`config.mk`:
```
export PLATFORM = sky130hd
export DESIGN_NAME = top_k_sorted_insert
export DESIGN_NICKNAME = d
export VERILOG_FILES = /design/src/tks_pkg.sv /design/src/tks_cell.sv /design/src/top_k_sorted_insert.sv
export SDC_FILE = /design/constraint.sdc
export NUM_CORES = 2
export LEC_CHECK = 0
export BUFFER_PORTS_ARGS = -buffer_cell sky130_fd_sc_hd__buf_2
export CAP_MARGIN = 20
export CELL_PAD_IN_SITES_DETAIL_PLACEMENT = 0
export CELL_PAD_IN_SITES_GLOBAL_PLACEMENT = 1
export CORE_ASPECT_RATIO = 1.5
export CORE_MARGIN = 1
export CORE_UTILIZATION = 47
export CTS_CLUSTER_SIZE = 14
export DETAILED_ROUTE_END_ITERATION = 7
export PLACE_DENSITY = 0.74
export SKIP_CTS_REPAIR_TIMING = 1
export SYNTH_ARGS = -nofsm -noshare
export SYNTH_HDL_FRONTEND = slang
export SYNTH_SLANG_ARGS = --single-unit
```
`constraint.sdc`:
```
create_clock -name clk -period 6.4 [get_ports clk]
set_input_delay 0.64 -clock clk [delete_from_list [all_inputs] [get_ports clk]]
set_output_delay 0.64 -clock clk [all_outputs]
set_load 0.02 [all_outputs]
```
`src/tks_pkg.sv`:
```
// Shared constants and types for the top-k sorted insertion table.
`timescale 1ns / 1ps
`default_nettype none

package tks_pkg;

    localparam int TABLE_ENTRIES_DEF = 8;
    localparam int NAME_CHARS_DEF    = 8;

    localparam int SCORE_W     = 32;
    localparam int NAME_PORT_W = 64;
    localparam int IDX_W       = 3;
    localparam int RANK_W      = 3;

    localparam logic MODE_INSERT = 1'b0;
    localparam logic MODE_READ   = 1'b1;

    // Update control handed to each cell of the chain
    typedef struct packed {
        logic upd;      // insert transaction accepted this cycle
        logic up_take;  // cell above also moves, so copy its contents
    } tks_ctl_t;

endpackage

`default_nettype wire

```
`src/tks_cell.sv`:
```
// One slot of the sorted table: holds an entry and shifts or loads on insert.
`timescale 1ns / 1ps
`default_nettype none

module tks_cell #(
    parameter int NAME_W = 8 * tks_pkg::NAME_CHARS_DEF
) (
    input  wire                                clk,
    input  wire                                rst_n,
    input  wire tks_pkg::tks_ctl_t             ctl,
    input  wire                                up_full,
    input  wire signed [tks_pkg::SCORE_W-1:0]  up_score,
    input  wire        [NAME_W-1:0]            up_name,
    input  wire signed [tks_pkg::SCORE_W-1:0]  new_score,
    input  wire        [NAME_W-1:0]            new_name,
    output logic                               take,
    output logic                               full,
    output logic signed [tks_pkg::SCORE_W-1:0] score,
    output logic        [NAME_W-1:0]           name
);

    logic                               full_reg;
    logic                               full_next;
    logic signed [tks_pkg::SCORE_W-1:0] score_reg;
    logic signed [tks_pkg::SCORE_W-1:0] score_next;
    logic        [NAME_W-1:0]           name_reg;
    logic        [NAME_W-1:0]           name_next;

    // Empty slot or strictly lower score: the new entry belongs here or above
    assign take = !full_reg || (score_reg < new_score);

    always_comb
    begin
        full_next  = full_reg;
        score_next = score_reg;
        name_next  = name_reg;
        if (ctl.upd && take)
        begin
            if (ctl.up_take)
            begin
                full_next  = up_full;
                score_next = up_score;
                name_next  = up_name;
            end
            else
            begin
                full_next  = 1'b1;
                score_next = new_score;
                name_next  = new_name;
            end
        end
    end

    always_ff @(posedge clk or negedge rst_n)
    begin
        if (!rst_n)
        begin
            full_reg <= 1'b0;
        end
        else
        begin
            full_reg <= full_next;
        end
    end

    always_ff @(posedge clk)
    begin
        score_reg <= score_next;
        name_reg  <= name_next;
    end

    assign full  = full_reg;
    assign score = score_reg;
    assign name  = name_reg;

endmodule

`default_nettype wire

```
`src/top_k_sorted_insert.sv`:
```
// Top level of the top-k sorted insertion table: cell chain and result register.
//
// Usage: one input channel (in_valid/in_ready) carries transactions with mode,
// new_score, new_name and slot_index. mode insert places the entry below every
// stored entry with a greater or equal score; mode read returns one slot.
// Each input transaction yields exactly one result transaction on the output
// channel (out_valid/out_ready): accepted and placed_rank for an insert,
// slot_valid, slot_score and slot_name for a read; unused fields are zero.
// The result is registered and shows in the cycle after acceptance.
// Throughput: one transaction per cycle while out_ready is high. Every cell compares its score with
// the new score in parallel and shifts or loads in the same edge, so the
// next transaction already sees the updated table.
// Stall: while a result waits and out_ready is low, in_ready drops; the
// result register holds. When out_ready is high a new transaction is taken
// in the same cycle the waiting result leaves.
// Reset: rst_n (asynchronous, active low) empties the table at once and
// clears the result valid flag; no clearing pass is needed.
`timescale 1ns / 1ps
`default_nettype none

module top_k_sorted_insert #(
    parameter int TABLE_ENTRIES = tks_pkg::TABLE_ENTRIES_DEF,
    parameter int NAME_CHARS    = tks_pkg::NAME_CHARS_DEF
) (
    input  wire                                    clk,
    input  wire                                    rst_n,
    input  wire                                    in_valid,
    output logic                                   in_ready,
    input  wire                                    mode,
    input  wire signed [tks_pkg::SCORE_W-1:0]      new_score,
    input  wire        [tks_pkg::NAME_PORT_W-1:0]  new_name,
    input  wire        [tks_pkg::IDX_W-1:0]        slot_index,
    output logic                                   out_valid,
    input  wire                                    out_ready,
    output logic                                   accepted,
    output logic       [tks_pkg::RANK_W-1:0]       placed_rank,
    output logic                                   slot_valid,
    output logic signed [tks_pkg::SCORE_W-1:0]     slot_score,
    output logic       [tks_pkg::NAME_PORT_W-1:0]  slot_name
);

    localparam int NAME_W = 8 * NAME_CHARS;
    localparam int N      = TABLE_ENTRIES;
    // Only slots reachable by a 3-bit index can be read
    localparam int RD_N   = (N < (1 << tks_pkg::IDX_W)) ? N : (1 << tks_pkg::IDX_W);

    logic                               in_acc;
    logic                               upd;
    logic [NAME_W-1:0]                  new_name_w;

    logic [N-1:0]                       take_vec;
    logic [N-1:0]                       full_vec;
    logic signed [tks_pkg::SCORE_W-1:0] score_a [N];
    logic        [NAME_W-1:0]           name_a  [N];

    logic                               any_take;
    logic [tks_pkg::RANK_W-1:0]         rank_c;
    logic                               rd_hit;
    logic signed [tks_pkg::SCORE_W-1:0] rd_score;
    logic        [NAME_W-1:0]           rd_name;

    logic                                   out_valid_reg;
    logic                                   out_valid_next;
    logic                                   accepted_reg;
    logic                                   accepted_next;
    logic [tks_pkg::RANK_W-1:0]             placed_rank_reg;
    logic [tks_pkg::RANK_W-1:0]             placed_rank_next;
    logic                                   slot_valid_reg;
    logic                                   slot_valid_next;
    logic signed [tks_pkg::SCORE_W-1:0]     slot_score_reg;
    logic signed [tks_pkg::SCORE_W-1:0]     slot_score_next;
    logic [tks_pkg::NAME_PORT_W-1:0]        slot_name_reg;
    logic [tks_pkg::NAME_PORT_W-1:0]        slot_name_next;

    // Take a new transaction whenever the result register is free or draining
    assign in_ready   = !out_valid_reg || out_ready;
    assign in_acc     = in_valid && in_ready;
    assign upd        = in_acc && (mode == tks_pkg::MODE_INSERT);
    assign new_name_w = new_name[NAME_W-1:0];

    // Cell chain: slot 0 on top, each cell copies from the one above on shift
    for (genvar i = 0; i < N; i++)
    begin : g_cell
        tks_pkg::tks_ctl_t ctl;
        logic                               up_full;
        logic signed [tks_pkg::SCORE_W-1:0] up_score;
        logic        [NAME_W-1:0]           up_name;

        if (i == 0)
        begin : g_head
            assign ctl.up_take = 1'b0;
            assign up_full     = 1'b0;
            assign up_score    = '0;
            assign up_name     = '0;
        end
        else
        begin : g_body
            assign ctl.up_take = take_vec[i-1];
            assign up_full     = full_vec[i-1];
            assign up_score    = score_a[i-1];
            assign up_name     = name_a[i-1];
        end
        assign ctl.upd = upd;

        tks_cell #(
            .NAME_W (NAME_W)
        ) u_cell (
            .clk       (clk),
            .rst_n     (rst_n),
            .ctl       (ctl),
            .up_full   (up_full),
            .up_score  (up_score),
            .up_name   (up_name),
            .new_score (new_score),
            .new_name  (new_name_w),
            .take      (take_vec[i]),
            .full      (full_vec[i]),
            .score     (score_a[i]),
            .name      (name_a[i])
        );
    end

    // take_vec is a run of ones from the first insertion point down,
    // so the lowest cell tells whether the insert is rejected
    assign any_take = take_vec[N-1];

    // Encode the first taking cell; the rank keeps the low three bits
    always_comb
    begin
        rank_c = '0;
        for (int i = 0; i < N; i++)
        begin
            if (take_vec[i] && ((i == 0) || !take_vec[(i == 0) ? 0 : i - 1]))
            begin
                rank_c = rank_c | tks_pkg::RANK_W'(i);
            end
        end
    end

    // Read mux over the addressable slots; a slot past the table reads empty
    always_comb
    begin
        rd_hit   = 1'b0;
        rd_score = '0;
        rd_name  = '0;
        for (int i = 0; i < RD_N; i++)
        begin
            if (slot_index == tks_pkg::IDX_W'(i))
            begin
                rd_hit   = full_vec[i];
                rd_score = score_a[i];
                rd_name  = name_a[i];
            end
        end
    end

    always_comb
    begin
        out_valid_next   = out_valid_reg && !out_ready;
        accepted_next    = accepted_reg;
        placed_rank_next = placed_rank_reg;
        slot_valid_next  = slot_valid_reg;
        slot_score_next  = slot_score_reg;
        slot_name_next   = slot_name_reg;
        if (in_acc)
        begin
            out_valid_next   = 1'b1;
            accepted_next    = 1'b0;
            placed_rank_next = '0;
            slot_valid_next  = 1'b0;
            slot_score_next  = '0;
            slot_name_next   = '0;
            if (mode == tks_pkg::MODE_READ)
            begin
                if (rd_hit)
                begin
                    slot_valid_next = 1'b1;
                    slot_score_next = rd_score;
                    slot_name_next  = tks_pkg::NAME_PORT_W'(rd_name);
                end
            end
            else if (any_take)
            begin
                accepted_next    = 1'b1;
                placed_rank_next = rank_c;
            end
        end
    end

    always_ff @(posedge clk or negedge rst_n)
    begin
        if (!rst_n)
        begin
            out_valid_reg <= 1'b0;
        end
        else
        begin
            out_valid_reg <= out_valid_next;
        end
    end

    // Result payload: hold while stalled
    always_ff @(posedge clk)
    begin
        accepted_reg    <= accepted_next;
        placed_rank_reg <= placed_rank_next;
        slot_valid_reg  <= slot_valid_next;
        slot_score_reg  <= slot_score_next;
        slot_name_reg   <= slot_name_next;
    end

    assign out_valid   = out_valid_reg;
    assign accepted    = accepted_reg;
    assign placed_rank = placed_rank_reg;
    assign slot_valid  = slot_valid_reg;
    assign slot_score  = slot_score_reg;
    assign slot_name   = slot_name_reg;

    // Occupied slots always form a run from slot 0
    a_full_run: assert property (@(posedge clk) disable iff (!rst_n)
        ((full_vec & (full_vec + N'(1))) == '0))
        else $error("occupied slots not contiguous from slot 0");

    // A rejected insert leaves occupancy unchanged
    a_reject_hold: assert property (@(posedge clk) disable iff (!rst_n)
        (upd && !any_take) |=> (full_vec == $past(full_vec)))
        else $error("rejected insert changed the table");

    // An insert into a table with room adds exactly one entry
    a_insert_grow: assert property (@(posedge clk) disable iff (!rst_n)
        (upd && any_take && !full_vec[N-1])
        |=> ($countones(full_vec) == $countones($past(full_vec)) + 1))
        else $error("insert did not add exactly one entry");

    // Every accepted transaction produces a result in the next cycle
    a_result_follows: assert property (@(posedge clk) disable iff (!rst_n)
        in_acc |=> out_valid_reg)
        else $error("accepted transaction produced no result");

endmodule

`default_nettype wire

```
# Yosys cells after proc, flatten, opt, wreduce, memory -nomap -nowiden
# Index checks and enable logic that the tools add are counted.
# totals
input_bits	104
output_inout_bits	103
word_cells	149
ff_bits	878
# op_classes
n_bitwise	2
reduce_logical	47
n_lt_le_gt_ge	8
mux	55
n_eq_ne	7
# op_table
op	count
$mux 64	15
$mux 32	15
$lt 32x32->1	8
$mux 1	19
$logic_and 1x1->1	18
$logic_not 1->1	17
$eq 3x3->1 const B	4
$mux 3	4
$logic_or 1x1->1	9
$eq 3x2->1 const B	2
$mux 2	2
$eq 3x1->1 const B	1
$logic_not 3->1	1
$not 1->1	2
$reduce_and 2->1	1
$reduce_or 2->1	1

# Logic depth before layout (Yosys ltp)
# logic_depth
depth_word	11
depth_mapped	13
mapped_depth_nobuf	10

# Cells and area by module
# Synthesis repeated with hierarchy kept, for this count alone.
# hier_totals
cells_unflattened	4007
area_unflattened_um2	49322.3
# by_module_without_submodules
module	instances	area_per_inst_um2	cells_each	seq_area_each_um2
tks_cell (g_cell[0].u_cell ...)	7	4802.1	355	2907.8
top_k_sorted_insert	1	10884.2	1160	3057.9
tks_cell (g_cell[7].u_cell)	1	4823.4	362	2907.8

# Least setup slack after synthesis
# OpenSTA, ideal clock, no wires.
# synth_timing
path_kind	input-to-reg
start	input new_score[13] (netlist bit)
end	register g_cell[4].u_cell.name_reg[0] (enable)
arrival_time_ns	6.929
path_buffers	3
stages	12
path_slack_ns	-1.081
t_required_ns	5.848
path_cell_list	inv_1 -> ha_1 -> a21o_1 -> a221o_1 -> a21o_1 -> a221o_1 -> mux2_2 -> and2_1 -> buf_2 -> buf_6 -> buf_6 -> nor2_1
# synth_between
elab_chain_cells	3
# synth_lines
element	line_no	source
start, declared	top_k_sorted_insert.sv:30	input wire signed [tks_pkg::SCORE_W-1:0] new_score,
$lt 32x32->1	tks_cell.sv:30	assign take = !full_reg || (score_reg < new_score);
$logic_or 1x1->1	tks_cell.sv:30	
$logic_and 1x1->1	tks_cell.sv:37	if (ctl.upd && take)
end signal, assigned	tks_cell.sv:69	name_reg <= name_next;
end, declared	tks_cell.sv:26	logic [NAME_W-1:0] name_reg;
# No other way between the ends.
# A chain may end at the register's enable or synchronous reset.

# Worst setup path after layout
# layout_timing
start	register g_cell[6].u_cell.score_reg (netlist bit g_cell[6].u_cell.score[7])
end	register placed_rank_reg (netlist bit placed_rank[1]) (data pin)
# layout_between
elab_chain_cells	5
word_cells_on_any_way	7
# layout_lines
element	line_no	source
start, declared	tks_cell.sv:24	logic signed [tks_pkg::SCORE_W-1:0] score_reg;
start signal, assigned	tks_cell.sv:68	score_reg <= score_next;
$lt 32x32->1 *	tks_cell.sv:30	
$logic_or 1x1->1 *	tks_cell.sv:30	
$logic_and 1x1->1 or $logic_not 1->1 (tied branches)	top_k_sorted_insert.sv:133	if (take_vec[i] && ((i == 0) || !take_vec[(i == 0) ? 0 : i - 1]))
$mux 3 or $logic_and 1x1->1 (tied branches)	top_k_sorted_insert.sv:133	
$mux 3 *	top_k_sorted_insert.sv:133	
end signal, assigned	top_k_sorted_insert.sv:206	placed_rank_reg <= placed_rank_next;
end, declared	top_k_sorted_insert.sv:66	logic [tks_pkg::RANK_W-1:0] placed_rank_reg;
# Mark *: on every way between the ends. The rest lies on a longest branch, timed or not.

==> impl_metrics.ini <==
[route]
vias = 31110
drc = 0
avgViaCountPerCell = 6.311
wl_per_cell_um = 29.79
postRouteAntennaNets = 0
dr.pass1.iters = 7
routed_wl_mm = 146.9
drtIter0Drc = 2983

[grt]
grt_max_degree = 132
grt_antenna_before_repair = 23
grt_pass1_wl_mm = 215.2
grt_pass1_vias = 31180
grt.total_usage = 0.2965
grt-ovfl-total = 0

[pwr]
irDropWorstVdd_v = 0.0003038
power.total_mw = 16.71
cellLeakagePower_nw = 18.54
powerDensity_nw_per_um2 = 323.8

[die]
num_rows = 140
core_area_um2 = 96870
initial_utilization = 0.4734
io_pins = 207
die-area_um2 = 98850
die_y_um = 384.6
die_w_um = 257.1

[layout]
fin_util = 0.5328
nets = 3920
largest_register_ffs = 512
area_growth_pct = 12.54
final_layout_size_suffix_gt1_frac = 0.2984

[clock_tree]
path_clk_slew_ns = 0.06
htree_levels = 3
cts-root-buf = clkbuf_16
numCtsBuffers = 89
cts_tree = yes
cts_max_path_buffers = 3
insertion_delay_ns = 0.71
cts_sinks = 878

[sta]
report.final.setup_viol = 0
maxSlewViolCount = 0
min_period_ns = 4.373
fmax_ghz = 0.2287
totalNegativeSetupSlack_ns = 0
finalHoldViolCount = 0
fin_crit_sh = 0.6833
relSlewSlack = 0.2534
whs_ns = 0.1300
rsz0062_at_grt = no
worstMarginPinSlew_ns = 1.117
fin_worst_skew_ns = 0.03889

[critical_path]
cp.arrival_ns = 4.79
start_kind = flop
rrSetupSlack_ns = 2.03
critPathCaptureType = flop
crit_fanout = 15
critPathKind = flop to flop
crit_required_ns = 6.82

[synthesis]
synth_edf_count = 869
yosys-top-cells-area = edfxtp_1 57%, mux2_2 16%, ha_1 6.8%
synth-seq-cells = 878
synth_top_area_frac = 0.5690
syn_inst = 3404
yosysMostFrequentCell = edfxtp_1
synth_common_cells = 869 x edfxtp_1, 646 x mux2_2, 248 x ha_1
netlist_area_um2 = 45860
yosysTopAreaCell = edfxtp_1
async_reset_ff_frac = 0.01025
syn_nets = 3756
syn_avg_cell_area_um2 = 13.47
yosysSeqAreaShare = 0.5739
synth_ff_type = edfxtp_1
synth_warnings = 0
synthDistinctLibCells = 59

[placement]
port-buffer-count = 206
hpwlAfterDp_mm = 87.30
gp_congestion = 0.9091

[run]
maxCapViolCount = 0

[worst_hold_path]
hp-class = input pin to flop

[status]
status = finished clean
==> worst max-delay path: stages (launching register included) <==
cell and delay (ns):
edfxtp_1 0.47, ha_1 0.36, a21oi_1 0.25, a21oi_1 0.12, or4_1 0.67, a211oi_2 0.33, mux2i_4 0.88, buf_4 0.36
a21oi_1 0.09, a211oi_1 0.58
==> cell usage in the layout (no fill, tap or decap), types with 21 or more instances in the layout <==
cell,n
a21o_1,47
a21oi_1,243
a221oi_1,122
a22o_1,30
buf_12,23
buf_2,203
buf_4,43
clkbuf_16,90
clkinv_1,22
edfxtp_1,869
ha_1,248
inv_1,40
mux2_2,646
mux2i_1,89
nand2_1,211
nand3_1,21
nand4_1,34
nor2_1,221
o21ai_0,175
o221ai_1,32
==> final timing paths <==
path	cells after the start	endpoint	start
worst min register to register	2	out_valid	out_valid
worst max-delay path	9	placed_rank[1]	g_cell[6].u_cell.score[7]
min in group asynchronous	2	out_valid	rst_n
worst min-delay path	2	out_valid	in_valid
worst max register to register	9	placed_rank[1]	g_cell[6].u_cell.score[7]
max in group asynchronous	2	g_cell[4].u_cell.full	rst_n
==> logic make-up after synthesis <==
logic type,Yosys count,share of synthesized area
compound gates,724,0.1016
fa+ha+maj,248,0.06766
buf+inv,244,0.02147
flops,878,0.5739
mux,748,0.1834
simple gates,562,0.05195
==> layout make-up <==
class | instances | area (um^2)
Fill cell | 8188 | 45260
Sequential cell | 878 | 26320
Multi-Input combinational cell | 2282 | 18740
Clock buffer | 106 | 2312
Timing Repair Buffer | 274 | 1876
Tap cell | 1278 | 1599
Clock inverter | 57 | 564.3
Inverter | 43 | 168.9
Antenna cell | 11 | 27.53
==> through the flow <==
| stage | area, um^2 | worst slack [ns] | std cells |
|---|---|---|---|
| after detailed placement | 48640 | 1.549 | 4751 |
| after global placement | 48640 | 1.434 | 4751 |
| final | 51610 | 2.027 | 4929 |
| after global routing | 51590 | 1.832 | 4922 |
| after CTS | 51510 | 2.127 | 4914 |
| after floorplan | 45880 | 0.5291 | 3404 |
==> metal layers <==
layer	global-route usage	share of wire	wire length, um	up-vias
li1	-	-	-	13690
met1	0.3771	0.40	58090	15780
met2	0.5052	0.50	72710	1326
met3	0.04224	0.069	10090	295
met4	0.1244	0.040	5859	16
met5	0	0.00067	98	-
==> power by group <==
part,total (mW),internal (mW),switching (mW)
registers,7.43,7.15,0.286
logic,3.97,1.65,2.32
clock network,5.31,2.92,2.39
(Power assumes the default switching activity.)
